===== src/design/spq_pkg.sv =====
// Shared types and constants for the stable priority queue.
package spq_pkg;

  localparam int CAPACITY     = 16;
  localparam int PAYLOAD_BITS = 16;
  localparam int PRIO_BITS    = 8;
  localparam int CNT_W        = $clog2(CAPACITY + 1);

  typedef enum logic {
    REQ_ENQ = 1'b0,
    REQ_DEQ = 1'b1
  } req_e;

  typedef enum logic [1:0] {
    ST_ENQUEUED = 2'd0,
    ST_SERVED   = 2'd1,
    ST_EMPTY    = 2'd2,
    ST_FULL     = 2'd3
  } status_e;

  typedef enum logic [1:0] {
    OP_NONE = 2'd0,
    OP_ENQ  = 2'd1,
    OP_DEQ  = 2'd2
  } op_e;

  typedef struct packed {
    req_e        req_type;
    logic [15:0] payload;
    logic [7:0]  prio;
  } in_t;

  typedef struct packed {
    status_e     status;
    logic [15:0] served_payload;
    logic [7:0]  served_prio;
    logic        is_empty;
    logic [4:0]  occupancy;
  } out_t;

  typedef struct packed {
    op_e     op;
    logic    load;
    status_e status;
  } cmd_t;

  typedef struct packed {
    logic full;
    logic empty;
  } sts_t;

endpackage


===== src/design/spq_datapath.sv =====
// Sorted row of shift-insert cells, entry count and result register.
module spq_datapath import spq_pkg::*; (
  input  logic clk_i,
  input  logic rst_ni,
  input  cmd_t cmd_i,
  input  in_t  item_i,
  output sts_t sts_o,
  output out_t res_o
);

  logic [PAYLOAD_BITS-1:0] pay_q  [CAPACITY];
  logic [PAYLOAD_BITS-1:0] pay_d  [CAPACITY];
  logic [PRIO_BITS-1:0]    prio_q [CAPACITY];
  logic [PRIO_BITS-1:0]    prio_d [CAPACITY];
  logic [CAPACITY-1:0]     ge;
  logic [CNT_W-1:0]        count_q, count_d;
  logic [PAYLOAD_BITS-1:0] new_pay;
  logic [PRIO_BITS-1:0]    new_prio;
  out_t                    res_q, res_d;

  assign new_pay  = PAYLOAD_BITS'(item_i.payload);
  assign new_prio = PRIO_BITS'(item_i.prio);

  for (genvar i = 0; i < CAPACITY; i++) begin : g_cell
    assign ge[i] = (CNT_W'(i) < count_q) && (prio_q[i] >= new_prio);

    always_comb begin
      pay_d[i]  = pay_q[i];
      prio_d[i] = prio_q[i];
      case (cmd_i.op)
        OP_ENQ: begin
          if (!ge[i]) begin
            if (i == 0) begin
              pay_d[i]  = new_pay;
              prio_d[i] = new_prio;
            end else if (ge[(i == 0) ? 0 : i-1]) begin
              pay_d[i]  = new_pay;
              prio_d[i] = new_prio;
            end else begin
              pay_d[i]  = pay_q[(i == 0) ? 0 : i-1];
              prio_d[i] = prio_q[(i == 0) ? 0 : i-1];
            end
          end
        end
        OP_DEQ: begin
          if (i < CAPACITY - 1) begin
            pay_d[i]  = pay_q[(i < CAPACITY - 1) ? i+1 : i];
            prio_d[i] = prio_q[(i < CAPACITY - 1) ? i+1 : i];
          end
        end
        default: ;
      endcase
    end

    always_ff @(posedge clk_i) begin
      pay_q[i]  <= pay_d[i];
      prio_q[i] <= prio_d[i];
    end
  end

  always_comb begin
    count_d = count_q;
    case (cmd_i.op)
      OP_ENQ:  count_d = count_q + CNT_W'(1);
      OP_DEQ:  count_d = count_q - CNT_W'(1);
      default: ;
    endcase
  end

  always_comb begin
    res_d                = res_q;
    if (cmd_i.load) begin
      res_d.status         = cmd_i.status;
      res_d.served_payload = '0;
      res_d.served_prio    = '0;
      if (cmd_i.op == OP_DEQ) begin
        res_d.served_payload = 16'(pay_q[0]);
        res_d.served_prio    = 8'(prio_q[0]);
      end
      res_d.is_empty  = (count_d == '0);
      res_d.occupancy = 5'(count_d);
    end
  end

  always_ff @(posedge clk_i or negedge rst_ni) begin
    if (!rst_ni) begin
      count_q <= '0;
    end else begin
      count_q <= count_d;
    end
  end

  always_ff @(posedge clk_i) begin
    res_q <= res_d;
  end

  assign sts_o.full  = (count_q == CNT_W'(CAPACITY));
  assign sts_o.empty = (count_q == '0);
  assign res_o       = res_q;

endmodule


===== src/design/spq_ctrl.sv =====
// Handshake controller: decodes each request and tracks the held result.
module spq_ctrl import spq_pkg::*; (
  input  logic clk_i,
  input  logic rst_ni,
  input  logic in_valid_i,
  input  req_e req_type_i,
  output logic in_ready_o,
  output logic out_valid_o,
  input  logic out_ready_i,
  input  sts_t sts_i,
  output cmd_t cmd_o
);

  typedef enum logic {
    S_IDLE,
    S_HOLD
  } state_e;

  state_e state_q, state_d;
  logic   accept;

  assign in_ready_o  = (state_q == S_IDLE) || out_ready_i;
  assign accept      = in_valid_i && in_ready_o;
  assign out_valid_o = (state_q == S_HOLD);

  always_comb begin
    cmd_o.op     = OP_NONE;
    cmd_o.load   = accept;
    cmd_o.status = ST_ENQUEUED;
    case (req_type_i)
      REQ_ENQ: begin
        if (sts_i.full) begin
          cmd_o.status = ST_FULL;
        end else begin
          cmd_o.status = ST_ENQUEUED;
          cmd_o.op     = accept ? OP_ENQ : OP_NONE;
        end
      end
      REQ_DEQ: begin
        if (sts_i.empty) begin
          cmd_o.status = ST_EMPTY;
        end else begin
          cmd_o.status = ST_SERVED;
          cmd_o.op     = accept ? OP_DEQ : OP_NONE;
        end
      end
      default: ;
    endcase
  end

  always_comb begin
    state_d = state_q;
    if (accept) begin
      state_d = S_HOLD;
    end else if (out_ready_i) begin
      state_d = S_IDLE;
    end
  end

  always_ff @(posedge clk_i or negedge rst_ni) begin
    if (!rst_ni) begin
      state_q <= S_IDLE;
    end else begin
      state_q <= state_d;
    end
  end

endmodule


===== src/design/stable_priority_queue.sv =====
// Stable bounded priority queue: one request in, one result item out.
// For each accepted item, all cells compare the new priority in parallel
// and shift to insert, or shift toward the head on a dequeue; the result
// is registered and shows in the cycle after acceptance. A new item is
// taken every cycle while the result is drained, so sustained throughput
// is one item per cycle while the output is ready. Higher priority
// leaves first, equal priorities leave in arrival order; an enqueue to a full
// queue returns the full status and a dequeue on an empty queue the empty
// status, both leaving the contents unchanged.
module stable_priority_queue import spq_pkg::*; (
  input  logic clk_i,
  input  logic rst_ni,
  input  logic in_valid_i,
  output logic in_ready_o,
  input  in_t  in_item_i,
  output logic out_valid_o,
  input  logic out_ready_i,
  output out_t out_item_o
);

  cmd_t cmd;
  sts_t sts;

  spq_ctrl u_ctrl (
    .clk_i       (clk_i),
    .rst_ni      (rst_ni),
    .in_valid_i  (in_valid_i),
    .req_type_i  (in_item_i.req_type),
    .in_ready_o  (in_ready_o),
    .out_valid_o (out_valid_o),
    .out_ready_i (out_ready_i),
    .sts_i       (sts),
    .cmd_o       (cmd)
  );

  spq_datapath u_datapath (
    .clk_i  (clk_i),
    .rst_ni (rst_ni),
    .cmd_i  (cmd),
    .item_i (in_item_i),
    .sts_o  (sts),
    .res_o  (out_item_o)
  );

endmodule


===== config.mk =====
export PLATFORM = sky130hd
export DESIGN_NAME = stable_priority_queue
export DESIGN_NICKNAME = d
export VERILOG_FILES = /design/src/design/spq_pkg.sv /design/src/design/spq_datapath.sv /design/src/design/spq_ctrl.sv /design/src/design/stable_priority_queue.sv
export SDC_FILE = /design/constraint.sdc
export NUM_CORES = 1
export LEC_CHECK = 0
export BUFFER_PORTS_ARGS = -buffer_cell sky130_fd_sc_hd__clkbuf_2
export CAP_MARGIN = 10
export CORE_UTILIZATION = 48
export DETAILED_ROUTE_END_ITERATION = 7
export PLACE_DENSITY_LB_ADDON = 0.2
export RECOVER_POWER = 50
export SLEW_MARGIN = 20
export SYNTH_ARGS = -nofsm -noshare
export SYNTH_HDL_FRONTEND = slang
export SYNTH_SLANG_ARGS = --single-unit

===== constraint.sdc =====
create_clock -name clk_i -period 5.16 [get_ports clk_i]
set_input_delay 0 -clock clk_i [delete_from_list [all_inputs] [get_ports clk_i]]
set_output_delay 0 -clock clk_i [all_outputs]
set_load 0.02 [all_outputs]

# Word level (Yosys, flattened, before mapping)
# Memories as Yosys holds them, arrays and structs flattened.
# Index checks and enable logic that the tools add are counted.
# totals
reg_bits	38
ram_bits	384
input_bits	29
mem_count	2
# mem_list
memory	depth	width	rd	rd_ports_with_merged_regs	write_ports	line	rtl
u_datapath.pay_q	16	16	16	0	16	spq_datapath.sv:11	logic [PAYLOAD_BITS-1:0] pay_q [CAPACITY];
u_datapath.prio_q	16	8	16	0	16	spq_datapath.sv:13	logic [PRIO_BITS-1:0] prio_q [CAPACITY];
# classes
add_sub_neg	2
n_lt_le_gt_ge	32
eq_ne	3
mux	105
bitwise	2
n_reduce_logical	21
# op_table
cell	n
two-way mux 16 bit	32
case mux 16 bit (2 select lines)	15
two-way mux 8 bit	32
case mux 8 bit (2 select lines)	15
greater-or-equal comparator 8 bit	16
less-than comparator 4 x 5 -> 1 bit (first input constant)	8
less-than comparator 3 x 5 -> 1 bit (first input constant)	4
logical AND 1 bit	17
logical NOT 5 bit	2
less-than comparator 1 x 5 -> 1 bit (first input constant)	2
less-than comparator 2 x 5 -> 1 bit (first input constant)	2
two-way mux 2 bit	5
case mux 5 bit (2 select lines)	1
case mux 2 bit (2 select lines)	2
adder 5 x 1 -> 5 bit (second input constant)	1
== test 5 bit (second input constant)	1
subtractor 5 x 1 -> 5 bit (second input constant)	1
two-way mux 1 bit	3
== test 2 x 1 -> 1 bit (second input constant)	1
== test 2 bit (second input constant)	1
inverter 1 bit	2
nonzero test 2 bit	1
logical OR 1 bit	1

# Depth between registers and ports, before layout
# logic_depth
ltp_word	9
mapped_depth	11
mapped_depth_nobuf	7

# Modules after synthesis
# A second synthesis with hierarchy kept.
# hier_totals
hier_cells	2297
hier_area_um2	24735.0
# by_module_without_submodules
module	instances	cells_each	area_per_inst_um2
spq_datapath	1	2287	24636.1
spq_ctrl	1	10	98.8

# Least setup slack after synthesis
# No wires, ideal clock.
# synth_timing
path_type	reg2reg
start	reg, netlist name u_ctrl.out_valid_o
end	mem u_datapath.pay_q[9][0], in the netlist u_datapath.pay_q[1][16], enable pin
arrival_ns	4.006
required_ns	4.718
slack_ns	0.712
path_stages_with_launch	5
n_path_buf	1
period_less_slack_ns	4.448
path_cell_list	dfrtp_1 > nand2b_1 > and2_1 > clkbuf_1 > a21boi_0
# synth_rtl
item	line
end, declared	spq_datapath.sv:11

==> summary.txt <==
Clock network
  • CTS Hold Bufs: 28
  • CTS Sinks: 422
  • Post-CTS setup buffer count: 0
  • CTS resizes: 0
  • CTS tree: built
  • Clock Tree Root: clkbuf_16
  • Worst-path clk slew: around 0.06 ns
  • Clk_lat worst skew: approximately 0.60 ns
  • Num CTS Buffers: between 40 and 50
  • Clock Path Buffers: 3
  • H-Tree Depth: 2

STA
  • Setup Skew: between 0.02 and 0.025 ns
  • Setup TNS: 0 ns
  • Max-slew violations: 322
  • Worst Tran Pin Value: approximately 2.1 ns
  • RSZ-0062 raised after global routing: no
  • Number of setup violations in the final report: 0
  • Max_slew headroom: -39.0%
  • Final hold slack: 0.258 ns
  • Share of the clock period used by the worst path: 84.0%
  • Min Tclk post-route: approximately 4.3 ns
  • Final hold violations: 0
  • Maximum clock rate: 231 MHz

Setup path
  • Setup crit start kind: flop
  • Critical path data arrival time: 4.53 ns
  • Setup CP Type: reg2reg
  • Critical Path RT: about 5.4 ns
  • Crit end category: flop
  • Critical-path maximum fanout: 16

Placement
  • Final HPWL DP: 46600 um
  • Gpl congestion: 0.838
  • DP Area: about 25000 um2
  • Buffers added on ports: 62

Status
  • Failing checks: max-capacitance violations, max-slew violations
  • Outcome: complete, but fails checks

Run
  • Max-cap violations: 15

Final layout
  • Final nets: 2368
  • Area Overhead vs Synth: 9.45%
  • Fillers: between 4000 and 5000
  • Multi-input gate area: 10500 um2
  • Share of cells above drive strength 1: 10.1%
  • Final Cell Area: 26600 um2
  • Reg area: 12600 um2

Global routing
  • Most Crowded Layer GR: met2
  • Largest net degree at the start of global routing: 127
  • Antenna violations before repair: 3
  • Total track usage: 28.9%
  • Met1 usage in global routing: a little over two fifths
  • Met3 Use GR: 4.40%
  • Vias in the first global route: 19800
  • Overflow after GRT: 0
  • GR Layer Usage met2: 44.1%
  • Global-route wire length before repair: around 120000 um

Floorplanning
  • Die area: between 50000 and 60000 um2
  • Core Footprint: 50100 um2
  • Die Height: ~230 um
  • # IOs: 63
  • Site Rows: 82
  • Initial core utilization: 48.6%
  • Die width: between 200 and 250 um

Synth
  • Sequential share of the synthesized area: 52.0%
  • Syn Nets: 2390
  • Yosys reg bits: 422
  • Synth async-reset ratio: 1.42%
  • Yosys top cell by area: edfxtp_1
  • Predominant post-synthesis flop cell: edfxtp_1
  • Yosys warns: 0
  • Synth area leaders: edfxtp_1 (51%), o211ai_1 (19%), ha_1 (6.8%), nand2_1 (6.7%), clkbuf_1 (1.7%)
  • Synth top cells by count: o211ai_1 (607), nand2_1 (436), edfxtp_1 (416)
  • Post-Syn Area: 24300 um2
  • Synth Area per Inst: 10.9 um2
  • Number of synthesized flops with an enable pin: 416
  • Count leader, synth: o211ai_1
  • Synth cell types: 62
  • Post-Syn Instances: roughly 2200
  • Top-area cell type share of the netlist area: 51.4%

Route
  • 1st-pass router iterations: 5
  • Routed wire per std cell: around 25 um
  • DR DRC count: 0
  • WL final: about 74000 um
  • Antenna-violating nets left: 0
  • Via density: 6.72
  • Vias: 19600
  • DRT iter0 DRCs: 2173

Power
  • Pwr dens: 509 nW/um2
  • VDD IR max: 0.000419 V
  • Leak: 8.68 nW
  • Total chip power: 13.5 mW

Hold path
  • Hold WC Path Type: in2reg
power by group:
part / switching [mW] / internal, mW
logic: 3.14 / 1.59
registers: 0.556 / 4.98
clock network: 1.43 / 1.84
flip-flops by register name (all words and copies together), names as in the netlist:
signal and cells:
u_datapath.count_q 5, u_datapath.pay_q 256, u_datapath.res_o 32, u_ctrl.out_valid_o 1, u_datapath.prio_q 128
path summary, 6_finish.rpt:
check | from | end | slack [ns] | cells past startpoint
worst max-delay path | u_datapath.count_q[1]$_DFF_PN0_ | u_datapath.prio_q[1][2]$_DFFE_PP_ | 0.83 | 6
worst min-delay path | in_item_i[14] | u_datapath.pay_q[1][118]$_DFFE_PP_ | 0.26 | 3
worst max register to register | u_datapath.count_q[1]$_DFF_PN0_ | u_datapath.prio_q[1][2]$_DFFE_PP_ | 0.83 | 6
worst min register to register | u_datapath.pay_q[0][16]$_DFFE_PP_ | u_datapath.pay_q[0][0]$_DFFE_PP_ | 0.55 | 2
max in group asynchronous | rst_ni | u_datapath.count_q[1]$_DFF_PN0_ | 4.56 | 3
min in group asynchronous | rst_ni | u_ctrl.out_valid_o$_DFFE_PN0P_ | 0.37 | 3
per-stage QoR:
stage	std cells	worst slack, ns	utilization [%]
final	2915	0.826	53.2
after global routing	2914	0.633	53.2
after CTS	2912	1.40	53.5
after detailed placement	2799	1.43	50.0
after global placement	2799	1.50	50.0
after floorplan	2229	0.712	-
logic make-up after synthesis:
group           after synthesis  share of synthesized area, %
compound gates              809                          24.4
xor+xnor                      2                        0.0720
fa+ha+maj                   132                          6.79
buf+inv                     254                          5.35
flops                       422                          52.0
mux                          25                          1.15
simple gates                585                          10.3
layer usage:
metal | vias up | wire (um)
met1 | 9863 | 32700
met2 | 918 | 33200
met3 | 121 | 5900
met4 | 4 | 1850
met5 | - | 25
li1 | 8672 | -
cell type report:
class,count,share of cell area [%]
antenna,1,0.00940
inverter,31,0.437
clock buffer,57,4.64
clock inverter,28,0.780
sequential,422,47.5
timing repair buffer,151,3.96
multi-input combinational,1553,39.5
tap,672,3.16
critical path, cell delays in order, from the launching register on:
cell and delay [ns]:
dfrtp_1 0.64, inv_1 0.18, ha_1 0.25, or3b_1 0.42
o211ai_4 0.34, a21oi_1 1.18, clkbuf_1 0.91
placed cells by master (no fill, tap or decap), drive strengths merged, types with 2 or more instances in the layout:
| master | n |
|---|---|
| a21oi | 69 |
| o21ai | 46 |
| nor3 | 14 |
| and2 | 26 |
| edfxtp | 416 |
| o2bb2ai | 4 |
| inv | 32 |
| nor2b | 13 |
| o211ai | 623 |
| nor2 | 33 |
| xnor2 | 2 |
| nand2 | 437 |
| o31a | 13 |
| buf | 49 |
| a22oi | 13 |
| clkbuf | 131 |
| a21o | 8 |
| ha | 132 |
| dlygate4sd3 | 28 |
| mux2 | 24 |
| nand2b | 6 |
| bufinv | 3 |
| or3 | 2 |
| a41oi | 2 |
| or2 | 14 |
| nor4b | 2 |
| o31ai | 2 |
| clkinv | 24 |
| o21a | 3 |
| nand3 | 5 |
| dfrtp | 6 |
| nand4 | 26 |
| a211oi | 16 |
| a31oi | 3 |
Power figures use the tool's default switching activity.
